--- src/design/cfp_pkg.sv ---
// cfp_pkg: shared types, codes and tables of the command frame parser
// no dependencies; imported by every cfp_* module and the top level
package cfp_pkg;

	localparam int BYTE_W      = 8;
	localparam int POS_W       = 3;
	localparam int STORE_BYTES = 7;
	localparam int CFG_INDEX_W = 3;
	localparam int CFG_DATA_W  = 16;

	localparam logic [POS_W-1:0] LAST_POS = 3'd7;

	// byte 0 layout
	localparam int VALID_BIT = 5;
	localparam logic [1:0] SEL_SET  = 2'd0;
	localparam logic [1:0] SEL_MEAS = 2'd1;

	localparam logic [7:0] CRC_POLY = 8'h07;
	localparam logic [3:0] HEAT_IDX_MASK = 4'hF;

	// command codes
	localparam logic [1:0] CMD_NONE    = 2'd0;
	localparam logic [1:0] CMD_MEASURE = 2'd1;
	localparam logic [1:0] CMD_SET     = 2'd2;

	// status codes
	localparam logic [2:0] ST_OK        = 3'd0;
	localparam logic [2:0] ST_CRC_ERR   = 3'd1;
	localparam logic [2:0] ST_INVALID   = 3'd2;
	localparam logic [2:0] ST_RANGE     = 3'd3;
	localparam logic [2:0] ST_NOT_APPL  = 3'd4;

	// parameter numbers
	localparam logic [2:0] PAR_NONE   = 3'd0;
	localparam logic [2:0] PAR_HEATER = 3'd1;
	localparam logic [2:0] PAR_ANODE  = 3'd2;
	localparam logic [2:0] PAR_SCREEN = 3'd3;
	localparam logic [2:0] PAR_GRID   = 3'd4;
	localparam logic [2:0] PAR_TICKS  = 3'd5;

	// register indexes
	localparam logic [CFG_INDEX_W-1:0] REG_HEAT_INDEX_LIMIT = 3'd0;
	localparam logic [CFG_INDEX_W-1:0] REG_VOLT_SCALE       = 3'd1;
	localparam logic [CFG_INDEX_W-1:0] REG_ANODE_LIMIT      = 3'd2;
	localparam logic [CFG_INDEX_W-1:0] REG_SCREEN_LIMIT     = 3'd3;
	localparam logic [CFG_INDEX_W-1:0] REG_GRID_STEP        = 3'd4;
	localparam logic [CFG_INDEX_W-1:0] REG_GRID_LIMIT       = 3'd5;
	localparam logic [CFG_INDEX_W-1:0] REG_TICK_INDEX_LIMIT = 3'd6;
	localparam logic [CFG_INDEX_W-1:0] REG_TICK_SCALE       = 3'd7;

	typedef struct packed {
		logic [2:0]  heat_index_limit;
		logic [7:0]  volt_scale;
		logic [15:0] anode_limit;
		logic [15:0] screen_limit;
		logic [7:0]  grid_step;
		logic [7:0]  grid_limit;
		logic [7:0]  tick_index_limit;
		logic [7:0]  tick_scale;
	} cfg_t;

	typedef struct packed {
		logic                                crc_ok;
		logic [STORE_BYTES-1:0][BYTE_W-1:0] bytes;
	} frame_t;

	typedef struct packed {
		logic [1:0]  command;
		logic [7:0]  frame_tag;
		logic [2:0]  status;
		logic [2:0]  bad_param;
		logic [15:0] bad_value;
		logic [6:0]  heater_volts;
		logic [15:0] anode_volts;
		logic [15:0] screen_volts;
		logic [7:0]  grid_volts;
		logic [15:0] heat_ticks;
	} result_t;

	function automatic logic [7:0] crc8_update(input logic [7:0] crc, input logic [7:0] b);
		logic [7:0] c;
		c = crc ^ b;
		for (int i = 0; i < 8; i++) begin
			if (c[7]) begin
				c = {c[6:0], 1'b0} ^ CRC_POLY;
			end else begin
				c = {c[6:0], 1'b0};
			end
		end
		return c;
	endfunction

	// heater setpoints in 0.1 V
	function automatic logic [6:0] heater_lookup(input logic [2:0] idx);
		logic [6:0] v;
		unique case (idx)
			3'd0: v = 7'd0;
			3'd1: v = 7'd14;
			3'd2: v = 7'd20;
			3'd3: v = 7'd25;
			3'd4: v = 7'd40;
			3'd5: v = 7'd50;
			3'd6: v = 7'd63;
			3'd7: v = 7'd126;
		endcase
		return v;
	endfunction

endpackage

--- src/design/cfp_regs.sv ---
// cfp_regs: configuration register bank of the command frame parser
// depends on cfp_pkg
module cfp_regs (
	input  logic                            clk,
	input  logic                            arst_n,
	input  logic                            cfg_write,
	input  logic [cfp_pkg::CFG_INDEX_W-1:0] cfg_index,
	input  logic [cfp_pkg::CFG_DATA_W-1:0]  cfg_data,
	output cfp_pkg::cfg_t                   cfg
);
	import cfp_pkg::*;

	cfg_t cfg_q;

	always_ff @(posedge clk or negedge arst_n) begin
		if (!arst_n) begin
			cfg_q.heat_index_limit <= 3'd7;
			cfg_q.volt_scale       <= 8'd10;
			cfg_q.anode_limit      <= 16'd300;
			cfg_q.screen_limit     <= 16'd300;
			cfg_q.grid_step        <= 8'd5;
			cfg_q.grid_limit       <= 8'd240;
			cfg_q.tick_index_limit <= 8'd63;
			cfg_q.tick_scale       <= 8'd1;
		end else if (cfg_write) begin
			unique case (cfg_index)
				REG_HEAT_INDEX_LIMIT: cfg_q.heat_index_limit <= cfg_data[2:0];
				REG_VOLT_SCALE:       cfg_q.volt_scale       <= cfg_data[7:0];
				REG_ANODE_LIMIT:      cfg_q.anode_limit      <= cfg_data;
				REG_SCREEN_LIMIT:     cfg_q.screen_limit     <= cfg_data;
				REG_GRID_STEP:        cfg_q.grid_step        <= cfg_data[7:0];
				REG_GRID_LIMIT:       cfg_q.grid_limit       <= cfg_data[7:0];
				REG_TICK_INDEX_LIMIT: cfg_q.tick_index_limit <= cfg_data[7:0];
				REG_TICK_SCALE:       cfg_q.tick_scale       <= cfg_data[7:0];
			endcase
		end
	end

	assign cfg = cfg_q;

endmodule

--- src/design/cfp_collect.sv ---
// cfp_collect: byte position, running crc and frame store; hands a full frame
// to the decode stage through the _s1 register. depends on cfp_pkg
module cfp_collect (
	input  logic         clk,
	input  logic         arst_n,
	input  logic         in_valid,
	output logic         in_ready,
	input  logic [7:0]   rx_byte,
	input  logic         frame_start,
	input  logic         s1_take,
	output logic         s1_valid,
	output cfp_pkg::frame_t s1_frame
);
	import cfp_pkg::*;

	logic [POS_W-1:0]                   pos_q;
	logic [7:0]                         crc_q;
	logic [STORE_BYTES-1:0][BYTE_W-1:0] store_q;
	logic                               valid_s1;
	frame_t                             frame_s1;

	logic [POS_W-1:0] pos_eff;
	logic [7:0]       crc_eff;
	logic             last_byte;
	logic             accept;

	assign in_ready  = !valid_s1 || s1_take;
	assign accept    = in_valid && in_ready;
	// frame start restarts position and crc for this word
	assign pos_eff   = frame_start ? '0 : pos_q;
	assign crc_eff   = frame_start ? 8'h00 : crc_q;
	assign last_byte = (pos_eff == LAST_POS);

	always_ff @(posedge clk or negedge arst_n) begin
		if (!arst_n) begin
			pos_q    <= '0;
			crc_q    <= 8'h00;
			valid_s1 <= 1'b0;
		end else begin
			if (accept) begin
				if (last_byte) begin
					pos_q <= '0;
					crc_q <= 8'h00;
				end else begin
					pos_q <= pos_eff + 1'b1;
					crc_q <= crc8_update(crc_eff, rx_byte);
				end
			end
			valid_s1 <= (accept && last_byte) || (valid_s1 && !s1_take);
		end
	end

	always_ff @(posedge clk) begin
		if (accept && !last_byte) begin
			store_q[pos_eff] <= rx_byte;
		end
		if (accept && last_byte) begin
			frame_s1.bytes  <= store_q;
			frame_s1.crc_ok <= (rx_byte == crc_eff);
		end
	end

	assign s1_valid = valid_s1;
	assign s1_frame = frame_s1;

endmodule

--- src/design/cfp_decode.sv ---
// cfp_decode: command decode, parameter scaling and range checks, result register
// depends on cfp_pkg
module cfp_decode (
	input  logic            clk,
	input  logic            arst_n,
	input  cfp_pkg::cfg_t   cfg,
	input  logic            s1_valid,
	input  cfp_pkg::frame_t s1_frame,
	output logic            s1_take,
	output logic            out_valid,
	input  logic            out_ready,
	output cfp_pkg::result_t result
);
	import cfp_pkg::*;

	logic    out_valid_q;
	result_t result_q;
	result_t res;

	logic [7:0]  b0;
	logic [1:0]  sel;
	logic [3:0]  heater_sel;
	logic [15:0] ua;
	logic [15:0] ug2;
	logic [15:0] g1;
	logic [15:0] ticks;

	assign b0         = s1_frame.bytes[0];
	assign sel        = b0[7:6];
	assign heater_sel = s1_frame.bytes[2][3:0] & HEAT_IDX_MASK;
	assign ua         = 16'(s1_frame.bytes[3]) * 16'(cfg.volt_scale);
	assign ug2        = 16'(s1_frame.bytes[4]) * 16'(cfg.volt_scale);
	assign g1         = 16'(s1_frame.bytes[5]) * 16'(cfg.grid_step);
	assign ticks      = 16'(s1_frame.bytes[6]) * 16'(cfg.tick_scale);

	always_comb begin
		res           = '0;
		res.frame_tag = s1_frame.bytes[1];
		priority if (!s1_frame.crc_ok) begin
			res.status = ST_CRC_ERR;
		end else if (!b0[VALID_BIT]) begin
			res.status = ST_INVALID;
		end else if (sel == SEL_MEAS) begin
			res.command = CMD_MEASURE;
			res.status  = ST_NOT_APPL;
		end else if (sel != SEL_SET) begin
			res.status = ST_INVALID;
		end else begin
			res.command = CMD_SET;
			// first out-of-range parameter stops the chain, later fields stay zero
			if (heater_sel > {1'b0, cfg.heat_index_limit}) begin
				res.status    = ST_RANGE;
				res.bad_param = PAR_HEATER;
				res.bad_value = 16'(heater_sel);
			end else begin
				res.heater_volts = heater_lookup(heater_sel[2:0]);
				if (ua > cfg.anode_limit) begin
					res.status    = ST_RANGE;
					res.bad_param = PAR_ANODE;
					res.bad_value = ua;
				end else begin
					res.anode_volts = ua;
					if (ug2 > cfg.screen_limit) begin
						res.status    = ST_RANGE;
						res.bad_param = PAR_SCREEN;
						res.bad_value = ug2;
					end else begin
						res.screen_volts = ug2;
						if (g1 > {8'h00, cfg.grid_limit}) begin
							res.status    = ST_RANGE;
							res.bad_param = PAR_GRID;
							res.bad_value = 16'(s1_frame.bytes[5]);
						end else begin
							res.grid_volts = g1[7:0];
							if (s1_frame.bytes[6] > cfg.tick_index_limit) begin
								res.status    = ST_RANGE;
								res.bad_param = PAR_TICKS;
								res.bad_value = 16'(s1_frame.bytes[6]);
							end else begin
								res.heat_ticks = ticks;
								res.status     = ST_OK;
							end
						end
					end
				end
			end
		end
	end

	assign s1_take = s1_valid && (!out_valid_q || out_ready);

	always_ff @(posedge clk or negedge arst_n) begin
		if (!arst_n) begin
			out_valid_q <= 1'b0;
		end else if (s1_take) begin
			out_valid_q <= 1'b1;
		end else if (out_ready) begin
			out_valid_q <= 1'b0;
		end
	end

	always_ff @(posedge clk) begin
		if (s1_take) begin
			result_q <= res;
		end
	end

	assign out_valid = out_valid_q;
	assign result    = result_q;

endmodule

--- src/design/command_frame_parser.sv ---
// command_frame_parser: top level of the command frame parser
// depends on cfp_pkg, cfp_regs, cfp_collect, cfp_decode
//
// Input channel (in_valid/in_ready) moves one frame byte per word, with
// frame_start marking byte 0. Eight bytes make a frame: bytes 0..6 feed a
// crc-8 (poly 0x07, init 0) and byte 7 is the expected crc. Only byte 7
// produces a result word on the output channel (out_valid/out_ready).
// Throughput: one byte per cycle while in_ready is high; crc and position
// update is a single registered step per byte.
// Path: byte 7 lands in the frame register at its accepting edge, and the
// decode loads the result register from it when that register is empty or
// being taken; out_valid rises with that load.
// Stall: the result register and the frame register each hold one frame, so
// bytes keep flowing until both are full; then in_ready drops until the
// receiver takes the waiting result.
// Reset: position and crc clear, pipeline empties, configuration registers
// return to defaults. The user must write configuration through cfg_write,
// cfg_index and cfg_data only while the block is idle; it is not enforced.
module command_frame_parser (
	input  logic                            clk,
	input  logic                            arst_n,
	input  logic                            cfg_write,
	input  logic [cfp_pkg::CFG_INDEX_W-1:0] cfg_index,
	input  logic [cfp_pkg::CFG_DATA_W-1:0]  cfg_data,
	input  logic                            in_valid,
	output logic                            in_ready,
	input  logic [7:0]                      rx_byte,
	input  logic                            frame_start,
	output logic                            out_valid,
	input  logic                            out_ready,
	output logic [1:0]                      command,
	output logic [7:0]                      frame_tag,
	output logic [2:0]                      status,
	output logic [2:0]                      bad_param,
	output logic [15:0]                     bad_value,
	output logic [6:0]                      heater_volts,
	output logic [15:0]                     anode_volts,
	output logic [15:0]                     screen_volts,
	output logic [7:0]                      grid_volts,
	output logic [15:0]                     heat_ticks
);
	import cfp_pkg::*;

	cfg_t    cfg;
	frame_t  s1_frame;
	logic    s1_valid;
	logic    s1_take;
	result_t result;

	cfp_regs u_regs (
		.clk       (clk),
		.arst_n    (arst_n),
		.cfg_write (cfg_write),
		.cfg_index (cfg_index),
		.cfg_data  (cfg_data),
		.cfg       (cfg)
	);

	cfp_collect u_collect (
		.clk         (clk),
		.arst_n      (arst_n),
		.in_valid    (in_valid),
		.in_ready    (in_ready),
		.rx_byte     (rx_byte),
		.frame_start (frame_start),
		.s1_take     (s1_take),
		.s1_valid    (s1_valid),
		.s1_frame    (s1_frame)
	);

	cfp_decode u_decode (
		.clk       (clk),
		.arst_n    (arst_n),
		.cfg       (cfg),
		.s1_valid  (s1_valid),
		.s1_frame  (s1_frame),
		.s1_take   (s1_take),
		.out_valid (out_valid),
		.out_ready (out_ready),
		.result    (result)
	);

	assign command      = result.command;
	assign frame_tag    = result.frame_tag;
	assign status       = result.status;
	assign bad_param    = result.bad_param;
	assign bad_value    = result.bad_value;
	assign heater_volts = result.heater_volts;
	assign anode_volts  = result.anode_volts;
	assign screen_volts = result.screen_volts;
	assign grid_volts   = result.grid_volts;
	assign heat_ticks   = result.heat_ticks;

endmodule

--- config.mk ---
export PLATFORM = sky130hd
export DESIGN_NAME = command_frame_parser
export DESIGN_NICKNAME = d
export VERILOG_FILES = /design/src/design/cfp_pkg.sv /design/src/design/cfp_regs.sv /design/src/design/cfp_collect.sv /design/src/design/cfp_decode.sv /design/src/design/command_frame_parser.sv
export SDC_FILE = /design/constraint.sdc
export NUM_CORES = 1
export LEC_CHECK = 0
export BUFFER_PORTS_ARGS = -buffer_cell sky130_fd_sc_hd__buf_2
export CAP_MARGIN = 20
export CORE_MARGIN = 5
export CORE_UTILIZATION = 35
export CTS_BUF_LIST = sky130_fd_sc_hd__clkbuf_16
export CTS_CLUSTER_SIZE = 12
export DETAILED_ROUTE_END_ITERATION = 8
export HOLD_SLACK_MARGIN = 0.05
export PLACE_DENSITY = 0.53
export SYNTH_ARGS = -nofsm -noshare
export SYNTH_HDL_FRONTEND = slang
export SYNTH_SLANG_ARGS = --single-unit
--- constraint.sdc ---
create_clock -name clk -period 7.3 [get_ports clk]
set_input_delay 0.73 -clock clk [delete_from_list [all_inputs] [get_ports clk]]
set_output_delay 0.73 -clock clk [all_outputs]
set_load 0.005 [all_outputs]
==> results.toml <==
[detailed_routing]
wirelength_um = 50100
drt-wirelength-per-cell_um = 18.1
drt_iter0_markers = 732
drcViolationCount = 0
postRouteAntennaNets = 0
vias_per_cell = 4.85
dr.pass1.iters = 5
via_count = 13400

[clock_network]
cts_tree = "yes"
ctsHoldBuffers = 0
cts_made_buffers = 34
clock_latency_ns = 0.55
cts-htree-levels = 2
cts_buffer_depth = 3
path_clk_slew_ns = 0.06
cts_resized = 0
cts.sinks = 277
cts_setup_buffers = 0
root_buffer = "clkbuf_16"

[logic_synthesis]
yosysWarnings = 0
syn_area_per_cell_um2 = 11.0
syn-num-nets = 2210
async_reset_ff_frac = 0.318
synth_cell_type_count = 64
ys_seq_area_frac = 0.393
netlist_area_um2 = 20100
dominantRegCellSynth = "edfxtp_1"
syn_inst = 1829
ys_ff_latch = 277
synth_edf_count = 189

[pwr]
power.switching_mw = 4.02
power_switching_share = 0.441
p_leak_nw = 10.1
power.density_nw_per_um2 = 398
ir_drop_uv = 248
intPower_mw = 5.09
pwr-share-seq = 0.216
p_clk_frac = 0.187
power_frac_comb = 0.597

[floorplan]
dieArea_um2 = 62400
num_io_pins = 130
die_w_um = 250
die_h_um = 250
core_region_area_um2 = 57400
start_util = 0.351
num_rows = 88

[global_route]
grt_util_all_layers = 0.161
grt_pass1_vias = 13900
antenna_found_initial = 1
grt_pass1_wl_um = 79800
overflow = 0
grt_max_degree = 70

[critical_path]
start_kind = "flip-flop"
timing.critical_path.mode_cell = "fa_1"
crit_family = "adder cells"
critical_path_buf_inv_count = 4
crit_chain = "and2_1 -> fa_1 -> fa_1 -> fa_1 -> inv_1 -> fa_1 -> inv_1 -> ha_1 -> or2_2 -> a21oi_1 -> a211oi_1 -> nor3_1 -> xor2_1 -> inv_1 -> ha_1 -> nand3_1 -> nor4_1 -> a21oi_1 -> o31ai_2 -> buf_4 -> nand3_1 -> o31ai_1 -> a21boi_1"
worst-setup-path-type = "flip-flop to flip-flop"
cp.required_ns = 7.56
arrival_ns = 6.93
end_kind = "flip-flop"
cpPeakStageDelay_ns = 0.68
critPathMaxFanout = 17
cp_slowest_cell = "dfstp_2"

[sta]
rsz0062_at_grt = "false"
worst_pin_slew_ns = 1.00
drv_slew = 0
max_freq_mhz = 150
hold_violations = 0
relSlewSlack = 0.327
min_period_over_period = 0.914
fin_skew_ns = 0.0340
tns_ns = 0
finalCriticalPeriod_ns = 6.67
setup_viol = 0

[place]
dpl.cell_count = 2701
hpwl_um = 38400
place_congestion = 0.845
port_buffers = 129

[final_layout]
layout_commonest_cell = "inv_1"
syn_to_final_growth_pct = 13.6
fin_nets = 2353
drive_gt1_frac = 0.151
layout_common_cells = "280 x inv_1, 216 x and2_1, 204 x ha_1"
fillers = 5538
fin_cells = 2763

[job]
drv_cap = 0

[hold_path]
hp-class = "input pin to async pin"

[status]
run_status = "completed"
==> path summary, 6_finish.rpt <==
path                                                  from                                end  slack, ns  cells past startpoint
min in group clk           u_collect.store_q[17]$_DFFE_PP_   u_collect.s1_frame[17]$_DFFE_PP_       0.41                      0
setup / recovery                u_regs.cfg[67]$_DFFE_PN1P_  u_decode.result[83]$_SDFFCE_PN0P_       0.63                     23
setup reg to reg                u_regs.cfg[67]$_DFFE_PN1P_  u_decode.result[83]$_SDFFCE_PN0P_       0.63                     23
hold / removal                                      arst_n     u_collect.crc_q[2]$_DFFE_PN0P_       0.24                      1
max in group asynchronous                           arst_n         u_regs.cfg[22]$_DFFE_PN1P_       6.00                      2
hold reg to reg            u_collect.store_q[17]$_DFFE_PP_   u_collect.s1_frame[17]$_DFFE_PP_       0.41                      0
==> state kept, by name (all words and copies together) (netlist names) <==
name and count:
u_collect.store_q 47, u_regs.cfg 75, u_decode.result 94, u_collect.pos_q 3
u_collect.s1_valid 1, u_decode.out_valid 1, u_collect.s1_frame 48, u_collect.crc_q 8
==> power groups by stage <==
stage	logic [mW]	clock network, mW	registers [mW]
after CTS	5.46	1.77	1.97
after detailed placement	5.42	0	2.00
after floorplan	4.03	0	1.92
final	5.44	1.71	1.96
after global routing	6.18	1.83	1.99
after global placement	5.37	0	1.99
==> Yosys cell counts, types with 3 or more instances <==
cell      count  area, um2
ha_1        204       2550
and2_1      217       1360
nand2b_1     17        106
a22oi_1       4       30.0
fa_1        144       2880
nor2b_1      19        119
a31oi_1       5       31.3
clkbuf_1     37        139
nor4_1       14       87.6
nand2_1     129        484
xor2_1       17        149
a21oi_1      47        235
nor3_1       36        180
nor4b_1       4       35.0
nand3b_1      5       37.5
o21bai_1      5       37.5
o21ai_0      59        295
mux2i_1       6       60.1
a211oi_1     14        105
edfxtp_1    189       5680
nand4b_1      3       26.3
xnor2_1      40        350
o21a_1        8       60.1
mux2_2       61        687
inv_1       275       1030
o31ai_1       5       37.5
dfstp_2      26        683
nor3b_1       5       37.5
dfrtp_1      62       1550
nand3_1      19       95.1
o211ai_1      7       52.6
buf_1         3       11.3
a21o_1       15        113
nand4_1       8       50.1
and3_1       17        106
or3_1        10       62.6
nor2_1       57        214
==> cell type report <==
class	instances	area, um2	share of cell area
Antenna cell	2	5.00	0.000219
Clock buffer	34	851	0.0372
Clock inverter	26	265	0.0116
Inverter	275	1030	0.0451
Multi-Input combinational cell	1235	11100	0.483
Sequential cell	277	7910	0.346
Tap cell	765	957	0.0418
Timing Repair Buffer	149	798	0.0349
==> layer usage <==
metal | vias up | global-route usage | share of wire
met2 | 310 | 0.244 | 0.44
li1 | 6411 | - | -
met1 | 6588 | 0.236 | 0.49
met4 | 0 | 0.0532 | 0.030
met5 | - | 0 | 0
met3 | 79 | 0.0273 | 0.049
==> cell families (layout without fill, tap and decap cells) <==
logic type,after synthesis,after routing,share of synthesized area
muxes,67,67,0.0371
adders and majority gates,348,348,0.270
buffers and inverters,317,484,0.0597
and+or+nand+nor,569,569,0.153
AOI/OAI and AO/OA,194,194,0.0627
DFF,277,277,0.393
xor gates and xnor gates,57,57,0.0248
other,0,2,0
==> per-stage QoR <==
stage               setup slack (ns)   util  hold slack [ns]  total power [mW]  area [um2]
floorplan                      0.977      -            0.400              5.95       20100
global placement               0.747  0.379            0.402              7.36       21800
detailed placement             0.614  0.379            0.405              7.42       21800
CTS                            0.612  0.399            0.255              9.19       22900
global route                   0.208  0.399            0.298              10.0       22900
finish                         0.630  0.399            0.242              9.11       22900
==> worst reg2reg max path, cell delays in order (launching register included) <==
cell and delay, ns:
dfstp_2 0.68, and2_1 0.20, fa_1 0.45, fa_1 0.50
fa_1 0.49, inv_1 0.05, fa_1 0.47, inv_1 0.04
ha_1 0.31, or2_2 0.32, a21oi_1 0.20, a211oi_1 0.09
nor3_1 0.21, xor2_1 0.42, inv_1 0.10, ha_1 0.30
nand3_1 0.12, nor4_1 0.30, a21oi_1 0.09, o31ai_2 0.07
buf_4 0.25, nand3_1 0.13, o31ai_1 0.50, a21boi_1 0.13
Note: power is estimated with default switching activity, not from simulation.
